===== src/rtl/core/assert_macros.svh =====
// assertion helpers shared by the rtl
`ifndef ASSERT_MACROS_SVH
`define ASSERT_MACROS_SVH

// same-cycle implication, disabled while reset is low
`define AST_SAME(lbl, clk, rst_n, ante, cons) \
    lbl: assert property (@(posedge clk) disable iff (!(rst_n)) (ante) |-> (cons)) \
        else $error("assertion failed");

// next-cycle implication, disabled while reset is low
`define AST_NEXT(lbl, clk, rst_n, ante, cons) \
    lbl: assert property (@(posedge clk) disable iff (!(rst_n)) (ante) |=> (cons)) \
        else $error("assertion failed");

`endif


===== src/rtl/core/ahre_pkg.sv =====
`default_nettype none
package ahre_pkg;

    localparam int FRAC_BITS_DEF = 24;
    localparam int THRESH_W      = 8;
    localparam int CFG_IDX_W     = 2;

    typedef enum logic [1:0] {
        ST_IDLE    = 2'd0,
        ST_ATTACK  = 2'd1,
        ST_HOLD    = 2'd2,
        ST_RELEASE = 2'd3
    } t_stage;

    typedef enum logic [CFG_IDX_W-1:0] {
        CFG_ATTACK_COEF  = 2'd0,
        CFG_RELEASE_COEF = 2'd1,
        CFG_HOLD_STEP    = 2'd2,
        CFG_SETTLE_THR   = 2'd3
    } t_cfg_idx;

    localparam logic [63:0] RST_ATTACK_COEF  = 64'd16773721;
    localparam logic [63:0] RST_RELEASE_COEF = 64'd16773721;
    localparam logic [63:0] RST_HOLD_STEP    = 64'd3495;
    localparam logic [THRESH_W-1:0] RST_SETTLE_THR = 8'd1;

endpackage
`default_nettype wire


===== src/rtl/core/attack_hold_release_envelope_top.sv =====
// attack-hold-release envelope, one result per request
// the result is registered at the clock edge that accepts the request
// throughput: one request per cycle while the consumer takes results; a full, unread output stalls
// a full output register still accepts a request when the consumer takes the result
// reset (synchronous, active low): idle stage, last level and hold timer zero, registers at defaults
`default_nettype none
module attack_hold_release_envelope_top #(
    parameter int FRAC_BITS = ahre_pkg::FRAC_BITS_DEF
) (
    input  wire logic                           i_clk,
    input  wire logic                           i_rst_n,
    input  wire logic                           i_valid,
    output logic                                o_ready,
    input  wire logic                           i_trigger,
    output logic                                o_valid,
    input  wire logic                           i_ready,
    output logic      [FRAC_BITS:0]             o_level,
    output logic      [1:0]                     o_stage,
    input  wire logic                           i_cfg_we,
    input  wire logic [ahre_pkg::CFG_IDX_W-1:0] i_cfg_index,
    input  wire logic [FRAC_BITS:0]             i_cfg_data
);
    import ahre_pkg::*;

    localparam logic [FRAC_BITS:0] UNITY   = {1'b1, {FRAC_BITS{1'b0}}};
    // largest level that can end a release
    localparam logic [FRAC_BITS:0] THR_MAX = (FRAC_BITS+1)'({THRESH_W{1'b1}});

    logic [FRAC_BITS-1:0] attack_coef;
    logic [FRAC_BITS-1:0] release_coef;
    logic [FRAC_BITS:0]   hold_step;
    logic [THRESH_W-1:0]  settle_thr;

    t_stage               r_stage;
    logic [FRAC_BITS:0]   r_last_level;
    logic [FRAC_BITS+1:0] r_hold_timer;
    logic                 r_valid;
    logic [FRAC_BITS:0]   r_level;
    t_stage               r_out_stage;

    t_stage               n_stage;
    logic [FRAC_BITS:0]   n_level;
    logic [FRAC_BITS:0]   n_last_level;
    logic [FRAC_BITS+1:0] n_hold_timer;

    logic accept;

    ahre_cfg_regs #(
        .FRAC_BITS (FRAC_BITS)
    ) u_cfg (
        .i_clk          (i_clk),
        .i_rst_n        (i_rst_n),
        .i_cfg_we       (i_cfg_we),
        .i_cfg_index    (i_cfg_index),
        .i_cfg_data     (i_cfg_data),
        .o_attack_coef  (attack_coef),
        .o_release_coef (release_coef),
        .o_hold_step    (hold_step),
        .o_settle_thr   (settle_thr)
    );

    ahre_step #(
        .FRAC_BITS (FRAC_BITS)
    ) u_step (
        .i_trigger         (i_trigger),
        .i_stage           (r_stage),
        .i_last_level      (r_last_level),
        .i_hold_timer      (r_hold_timer),
        .i_attack_coef     (attack_coef),
        .i_release_coef    (release_coef),
        .i_hold_step       (hold_step),
        .i_settle_thr      (settle_thr),
        .o_stage_next      (n_stage),
        .o_level           (n_level),
        .o_last_level_next (n_last_level),
        .o_hold_timer_next (n_hold_timer)
    );

    assign o_ready = !r_valid || i_ready;
    assign accept  = i_valid && o_ready;

    always_ff @(posedge i_clk) begin
        if (!i_rst_n) begin
            r_stage      <= ST_IDLE;
            r_last_level <= '0;
            r_hold_timer <= '0;
            r_valid      <= 1'b0;
        end else begin
            if (accept) begin
                r_stage      <= n_stage;
                r_last_level <= n_last_level;
                r_hold_timer <= n_hold_timer;
                r_valid      <= 1'b1;
            end else if (i_ready) begin
                r_valid <= 1'b0;
            end
        end
    end

    // result payload, no reset needed
    always_ff @(posedge i_clk) begin
        if (accept) begin
            r_level     <= n_level;
            r_out_stage <= n_stage;
        end
    end

    assign o_valid = r_valid;
    assign o_level = r_level;
    assign o_stage = r_out_stage;

`include "assert_macros.svh"

    `AST_SAME(a_level_range, i_clk, i_rst_n, o_valid, o_level <= UNITY)
    `AST_SAME(a_idle_small, i_clk, i_rst_n, o_valid && (r_out_stage == ST_IDLE), o_level <= THR_MAX)
    `AST_NEXT(a_trig_attack, i_clk, i_rst_n, accept && i_trigger,
        o_valid && ((r_out_stage == ST_ATTACK) || (r_out_stage == ST_HOLD)))
    `AST_NEXT(a_release_decay, i_clk, i_rst_n, accept && !i_trigger && (r_stage == ST_RELEASE),
        r_last_level <= $past(r_last_level))

endmodule
`default_nettype wire


===== src/rtl/core/ahre_cfg_regs.sv =====
`default_nettype none
module ahre_cfg_regs #(
    parameter int FRAC_BITS = 24
) (
    input  wire logic                              i_clk,
    input  wire logic                              i_rst_n,
    input  wire logic                              i_cfg_we,
    input  wire logic [ahre_pkg::CFG_IDX_W-1:0]    i_cfg_index,
    input  wire logic [FRAC_BITS:0]                i_cfg_data,
    output logic      [FRAC_BITS-1:0]              o_attack_coef,
    output logic      [FRAC_BITS-1:0]              o_release_coef,
    output logic      [FRAC_BITS:0]                o_hold_step,
    output logic      [ahre_pkg::THRESH_W-1:0]     o_settle_thr
);
    import ahre_pkg::*;

    logic [FRAC_BITS-1:0] r_attack_coef;
    logic [FRAC_BITS-1:0] r_release_coef;
    logic [FRAC_BITS:0]   r_hold_step;
    logic [THRESH_W-1:0]  r_settle_thr;

    always_ff @(posedge i_clk) begin
        if (!i_rst_n) begin
            r_attack_coef  <= RST_ATTACK_COEF[FRAC_BITS-1:0];
            r_release_coef <= RST_RELEASE_COEF[FRAC_BITS-1:0];
            r_hold_step    <= RST_HOLD_STEP[FRAC_BITS:0];
            r_settle_thr   <= RST_SETTLE_THR;
        end else if (i_cfg_we) begin
            case (t_cfg_idx'(i_cfg_index))
                CFG_ATTACK_COEF:  r_attack_coef  <= i_cfg_data[FRAC_BITS-1:0];
                CFG_RELEASE_COEF: r_release_coef <= i_cfg_data[FRAC_BITS-1:0];
                CFG_HOLD_STEP:    r_hold_step    <= i_cfg_data;
                CFG_SETTLE_THR:   r_settle_thr   <= i_cfg_data[THRESH_W-1:0];
                default: ;
            endcase
        end
    end

    assign o_attack_coef  = r_attack_coef;
    assign o_release_coef = r_release_coef;
    assign o_hold_step    = r_hold_step;
    assign o_settle_thr   = r_settle_thr;

endmodule
`default_nettype wire


===== src/rtl/core/ahre_step.sv =====
`default_nettype none
module ahre_step #(
    parameter int FRAC_BITS = 24
) (
    input  wire logic                          i_trigger,
    input  wire ahre_pkg::t_stage              i_stage,
    input  wire logic [FRAC_BITS:0]            i_last_level,
    input  wire logic [FRAC_BITS+1:0]          i_hold_timer,
    input  wire logic [FRAC_BITS-1:0]          i_attack_coef,
    input  wire logic [FRAC_BITS-1:0]          i_release_coef,
    input  wire logic [FRAC_BITS:0]            i_hold_step,
    input  wire logic [ahre_pkg::THRESH_W-1:0] i_settle_thr,
    output ahre_pkg::t_stage                   o_stage_next,
    output logic      [FRAC_BITS:0]            o_level,
    output logic      [FRAC_BITS:0]            o_last_level_next,
    output logic      [FRAC_BITS+1:0]          o_hold_timer_next
);
    import ahre_pkg::*;

    localparam int LW = FRAC_BITS + 1;
    localparam int TW = FRAC_BITS + 2;
    localparam int PW = 2 * FRAC_BITS + 1;
    localparam logic [LW-1:0] UNITY = {1'b1, {FRAC_BITS{1'b0}}};

    t_stage               stage_eff;
    logic [FRAC_BITS-1:0] coef;
    logic [PW-1:0]        prod;
    logic [LW-1:0]        scaled;
    logic [TW-1:0]        attack_sum;
    logic [LW-1:0]        attack_lvl;
    logic                 attack_settled;
    logic [TW:0]          timer_sum;
    logic [TW-1:0]        timer_sat;

    // a trigger forces attack before this tick is evaluated
    assign stage_eff = i_trigger ? ST_ATTACK : i_stage;

    // one shared multiplier: attack and release never run in the same tick
    assign coef   = (stage_eff == ST_ATTACK) ? i_attack_coef : i_release_coef;
    assign prod   = PW'(coef) * PW'(i_last_level);
    assign scaled = prod[PW-1:FRAC_BITS];

    assign attack_sum = TW'(scaled) + TW'(UNITY) - TW'(coef);
    assign attack_lvl = (attack_sum > TW'(UNITY)) ? UNITY : attack_sum[LW-1:0];
    assign attack_settled = TW'(attack_lvl) <= (TW'(i_last_level) + TW'(i_settle_thr));

    // saturate at all ones of the timer width
    assign timer_sum = (TW+1)'(i_hold_timer) + (TW+1)'(i_hold_step);
    assign timer_sat = timer_sum[TW] ? {TW{1'b1}} : timer_sum[TW-1:0];

    always_comb begin
        o_stage_next      = stage_eff;
        o_level           = '0;
        o_last_level_next = i_last_level;
        o_hold_timer_next = i_hold_timer;
        case (stage_eff)
            ST_ATTACK: begin
                o_level           = attack_lvl;
                o_last_level_next = attack_lvl;
                if (attack_settled) begin
                    o_stage_next      = ST_HOLD;
                    o_hold_timer_next = '0;
                end
            end
            ST_HOLD: begin
                o_level           = i_last_level;
                o_hold_timer_next = timer_sat;
                if (timer_sat >= TW'(UNITY)) begin
                    o_stage_next = ST_RELEASE;
                end
            end
            ST_RELEASE: begin
                o_level           = scaled;
                o_last_level_next = scaled;
                if (scaled <= LW'(i_settle_thr)) begin
                    o_stage_next = ST_IDLE;
                end
            end
            default: begin
                o_level = '0;
            end
        endcase
    end

endmodule
`default_nettype wire

===== config.mk =====
export PLATFORM = sky130hd
export DESIGN_NAME = attack_hold_release_envelope_top
export DESIGN_NICKNAME = d
export VERILOG_FILES = /design/src/rtl/core/ahre_pkg.sv /design/src/rtl/core/attack_hold_release_envelope_top.sv /design/src/rtl/core/ahre_cfg_regs.sv /design/src/rtl/core/ahre_step.sv
export VERILOG_INCLUDE_DIRS = /design/src /design/src/rtl/core
export SDC_FILE = /design/constraint.sdc
export NUM_CORES = 2
export LEC_CHECK = 0
export BUFFER_PORTS_ARGS = -buffer_cell sky130_fd_sc_hd__buf_4
export CORE_MARGIN = 3
export CORE_UTILIZATION = 57
export DETAILED_ROUTE_END_ITERATION = 10
export GPL_TIMING_DRIVEN = 1
export PLACE_DENSITY = 0.75
export SLEW_MARGIN = 20
export SYNTH_ARGS = -nofsm -noshare
export SYNTH_HDL_FRONTEND = slang
export SYNTH_HIERARCHICAL = 1
export SYNTH_SLANG_ARGS = --single-unit

===== constraint.sdc =====
create_clock -name i_clk -period 17.5 [get_ports i_clk]
set_clock_uncertainty 0.2 [all_clocks]
set_input_delay 0.875 -clock i_clk [delete_from_list [all_inputs] [get_ports i_clk]]
set_output_delay 0.875 -clock i_clk [all_outputs]
set_load 0.03 [all_outputs]

## Word level (Yosys, flattened, before mapping)

Index checks and enable logic that the tools add are counted.
Widths: inputs -> output; s select.

| storage, ports and cells | value |
|---|---|
| word-level logic and storage cells | 53 |
| input bits | 33 |
| output and inout port bits | 29 |
| flip-flop bits (word level) | 162 |

| operators by class | value |
|---|---|
| reduce and logical (&&, ||, !) cells | 13 |
| $mul | 1 |
| $add $sub $neg | 4 |
| eq/ne operators | 7 |
| multiplexer cells | 14 |
| $lt $le $gt $ge | 4 |

Operators by type and width:

| operator | count |
|---|---|
| $pmux 25 s3 | 1 |
| $mux 26 | 2 |
| $pmux 26 s2 | 1 |
| $pmux 25 s2 | 1 |
| $mul 24x25->49 | 1 |
| $add 26x25->27 | 1 |
| $add 25x25->26 const B | 1 |
| $add 25x8->26 | 1 |
| $ge 26x25->1 const B | 1 |
| $gt 26x25->1 const B | 1 |
| $le 25x26->1 | 1 |
| $sub 26x24->26 | 1 |
| $le 25x8->1 | 1 |
| $mux 25 | 1 |
| $mux 24 | 1 |
| $reduce_and 2->1 | 5 |
| $eq 2x2->1 const B | 4 |
| $mux 2 | 4 |
| $pmux 2 s3 | 1 |
| $reduce_bool 2->1 | 3 |
| $eq 2x1->1 const B | 2 |
| $reduce_and 3->1 | 1 |
| $logic_not 2->1 | 1 |
| $mux 1 | 2 |
| other kinds (4) | 4 |

## Logic depth before layout (Yosys ltp)

| logic depth | value |
|---|---|
| depth after elaboration | 11 |
| mapped depth | 60 |
| gate-level depth less buffers | 55 |

## Hierarchy

Netlist, hierarchy kept.

By module, submodules not included:

| module | seq. area each (sq um) | area an instance (sq um) | times used | cells each |
|---|---|---|---|---|
| ahre_step | 0.0 | 25893.6 | 1 | 3149 |
| ahre_cfg_regs | 1621.6 | 3324.4 | 1 | 322 |
| attack_hold_release_envelope_top | 1891.8 | 3030.4 | 1 | 262 |

## Worst setup path after synthesis

OpenSTA, ideal clock, no wires.

| path | value |
|---|---|
| kind | input to register |
| start | in i_trigger |
| end | reg r_hold_timer[25] |
| path buffers | 7 |
| stages | 55 |
| required time | 17228 ps |
| arrival | 14202 ps |
| setup time | 72 ps |
| slack | 3026 ps |
| cells stage by stage | nor2_1 -> clkinv_1 -> clkbuf_1 -> ha_1 -> buf_1 -> buf_1 -> mux2i_1 -> clkbuf_1 -> nor2b_1 -> fa_1 -> fa_1 -> inv_1 -> fa_1 -> inv_1 -> fa_1 -> fa_1 -> inv_1 -> fa_1 -> (+19 left out) -> mux2i_1 -> and3_1 -> a21oi_1 -> clkbuf_1 -> nor2_1 -> ha_1 -> nand4_1 -> or2_2 -> nor2_1 -> o221ai_1 -> nor2_1 -> o21ai_0 -> o21ai_1 -> clkbuf_1 -> a21oi_1 -> a221oi_1 -> nand2_1 -> mux2i_1 |

| between the ends | value |
|---|---|
| elaborated cells on any way between the ends | 14 |
| classes of those cells | add/sub: 2; mul: 1; order compare: 2; eq/ne: 3; mux: 4; reduce/logical: 2 |

RTL lines:

| item | line | RTL |
|---|---|---|
| start, declared | attack_hold_release_envelope_top.sv:14 | `input wire logic i_trigger,` |
| $mux 2 * | ahre_step.sv:36 | `assign stage_eff = i_trigger ? ST_ATTACK : i_stage;` |
| $eq 2x2->1 / $eq 2x1->1 (equally long branches) | ahre_step.sv:56 | `case (stage_eff)` |
| $pmux 26 s2 * | ahre_step.sv:56 |  |
| named net n_hold_timer[25] | attack_hold_release_envelope_top.sv:44 | `logic [FRAC_BITS+1:0] n_hold_timer;` |
| end signal, assigned | attack_hold_release_envelope_top.sv:92 | `r_hold_timer <= n_hold_timer;` |
| end, declared | attack_hold_release_envelope_top.sv:36 | `logic [FRAC_BITS+1:0] r_hold_timer;` |

Mark *: on every way through the listed nets, which the timed path passes. The rest lies on a longest branch.
A chain may end at the register's enable or synchronous reset.

## Worst setup path after layout

| path | value |
|---|---|
| start | in i_trigger |
| end | reg r_hold_timer[6] |

Same word-level chain as after synthesis.

==> results.txt <==
----------------------------------------------------
[Clock network]
  Inserted Clock Buffers ... 17
  TritonCTS clock tree ... done
  Count of hold buffers inserted by post-cts repair ... 0
  Post-CTS setup buffer count ... 0
  Htree depth ... 4
  Bufs on Longest Clock Path ... 2
  Root buffer selected by CTS ... clkbuf_16
  Gates resized, CTS repair ... 0
  Clk_lat worst skew ... 440 ps
  Num Clock Sinks ... 162
  Clock slew seen by the registers of the worst setup and hold paths ... 70 ps

[Floorplan]
  Num rows ... 86
  Initial standard-cell utilization of the core ... 58.1%
  Area of the placeable core ... 55500 um2
  Width of the chip ... 244 um
  Total die area ... 59500 um2
  Ports placed on the boundary ... 62
  Die height ... 244 um

[GRT]
  Overall overflow remaining after global route ... 0
  Via count of the first global-routing pass ... 26000
  Largest net degree at the start of global routing ... 131
  All-layer global routing usage ... 29.8%
  First-pass GRT wire length ... 141000 um
  Antenna violations before repair ... 1

[Timing]
  Number of failing setup endpoints in the final timing report ... 0
  Endpoints failing hold ... 0
  Final Cycle Share ... 87.4%
  Count of final max-slew check failures ... 0
  Total negative slack for setup checks ... 0 ps
  Setup ws final ... 2200 ps
  Max Freq ... 65.4 MHz
  RSZ-0062 raised after global routing ... false
  Worst Max-Slew Pin Slew ... 1010 ps
  Time the final worst path needs with I/O delays and setup ... 15300 ps
  Worst rel slew slack ... 32.3%

[Route]
  Routed wire length ... 87400 um
  Detail-routed net length per standard cell ... 19.8 um
  Routed vias/inst ... 5.74
  Vias after detailed routing ... 25400
  Number of iterations in the first detailed-routing pass ... 6
  ANT nets after route ... 0
  Number of design-rule violations left by the first detailed-router iteration ... 2058
  Number of remaining DRC errors ... 0

[Setup path]
  Worst-path fanout max ... 29
  Crit path max-delay family ... adder cells
  Class of the most critical setup path ... in -> reg
  Sum of buffers and inverters on the critical path ... 11
  Startpoint class of the critical path ... input port
  Worst path max stage delay ... 720 ps
  Most repeated library cell on the critical path ... fa_1
  Crit path required time ... 17600 ps
  Number of cells traversed by the worst register-to-register path ... 54
  Critical path's slowest cell ... a311oi_1
  Critical Path End Type ... register
  Number of stages on the worst setup path ... 55
  Data arrival time at the worst-slack endpoint ... 15400 ps

[Cells and area]
  Diode insertion count for antenna repair ... 0
  Layout filler cell count ... 4913
  Area Growth Syn to Fin ... 4.49%
  Number of nets at the end of the flow ... 4488
  Final standard cell utilization of the core ... 60.7%
  Share of final-layout standard cells stronger than drive strength 1 ... 5.66%

[Logic synthesis]
  Instance count of the mapped netlist ... 3733
  Post-synthesis register bit count ... 162
  Leading area contributor after synthesis ... fa_1
  Top post-synthesis cells by area ... fa_1 31%, ha_1 11%, dfxtp_1 8.4%
  Synth unique cells ... 83
  Total nets after synthesis ... 4561
  Flip-flop cell with the highest count after synthesis ... dfxtp_1
  Async set or reset register ratio after synthesis ... 0%
  Sequential cell area fraction in the yosys report ... 10.9%
  Ys Warns ... 6
  Number of synthesized flops with an enable pin ... 27
  Share of the synthesized area in the top cell type ... 31.4%
  Post-Synthesis Cell Area ... 32200 um2
  Synthesized area divided by synthesized cell count ... 8.64 um2

[Status]
  Status ... finished clean

[Min path]
  Worst hold path cell count ... 2
  Hold crit path type ... reg -> reg

[Place]
  HPWL after detailed placement ... 66300 um
  Post-placement setup slack ... 1960 ps
  Gp weighted congestion ... 1.02
  Port-buffer cells ... 61

[Run]
  Max-cap violations ... 0

----------------------------------------------------
Yosys cell counts, drive strengths merged (31+ instances only):
master,instances
nor2b,115
nand3,31
mux2i,131
ha,289
and2,272
xnor2,47
o21ai,87
nor2,114
a21o,48
buf,38
a21oi,119
dfxtp,135
nand2,560
xor2,35
fa,506
clkbuf,164
inv,622
per-layer routing:
| metal | vias to the layer above | GRT usage (%) | part of all wire [%] |
|---|---|---|---|
| li1 | 11700 | - | - |
| met5 | - | 0 | 0 |
| met4 | 0 | 10.5 | 3.7 |
| met1 | 12500 | 41.1 | 43 |
| met3 | 178 | 5.23 | 7.7 |
| met2 | 975 | 47.6 | 46 |
placed cells by master, fill, tap and decap left out, types with 109 or more instances in the layout:
cell and count:
inv_1 622, nor2b_1 115, ha_1 288, nand2_1 560
fa_1 506, a21oi_1 118, and2_1 271, mux2i_1 129
buf_4 109, nor2_1 111, dfxtp_1 134
stage by stage:
step	hold slack, ps	cell area, um2	std cells
2_1_floorplan	231	32200	3733
3_3_place_gp	242	33100	4389
3_5_place_dp	252	33100	4389
4_1_cts	265	33700	4421
5_1_grt	283	33700	4421
6_report	265	33700	4421
worst min-delay path: cells and delay by family, from the launching register on:
family	cells	cell delay [ps]
flops	1	320
mux	1	50
simple gates	1	50
logic make-up after synthesis:
family                   count (synthesis)  share of synthesized area, %
buffers and inverters                  826                          10.3
AND/OR/NAND/NOR                       1242                          19.1
multiplexers                           155                          4.90
flip-flops                             162                          10.9
adder cells (fa/ha/maj)                795                          42.6
AO/OA/AOI/OAI                          471                          9.98
XOR/XNOR                                82                          2.23
registers in the layout (all words and copies together), names as in the netlist:
name	cells
o_stage	2
o_level	25
u_cfg/o_hold_step	25
u_cfg/o_settle_thr	8
r_last_level	25
u_cfg/o_release_coef	24
r_stage	2
r_hold_timer	26
o_valid	1
u_cfg/o_attack_coef	24
path summary, 6_finish.rpt:
check	start	to	slack (ps)
worst max-delay path	i_trigger	r_hold_timer[6]	2200
worst min-delay path	r_stage[1]	r_stage[1]	260
worst max register to register	r_stage[0]	r_hold_timer[6]	2390
worst min register to register	r_stage[1]	r_stage[1]	260
final cells by class:
| type | count | area, um2 | area share (%) |
|---|---|---|---|
| Clock buffer | 17 | 425 | 1.26 |
| Clock inverter | 15 | 205 | 0.609 |
| Multi-Input combinational cell | 2745 | 25400 | 75.5 |
| Timing Repair Buffer | 110 | 830 | 2.46 |
| Sequential cell | 162 | 3510 | 10.4 |
| Inverter | 624 | 2340 | 6.95 |
| Tap cell | 748 | 936 | 2.78 |
Power is left out: the tool's default activity adds up to more than one toggle a clock period on the data nets, which glitch-free logic cannot reach.
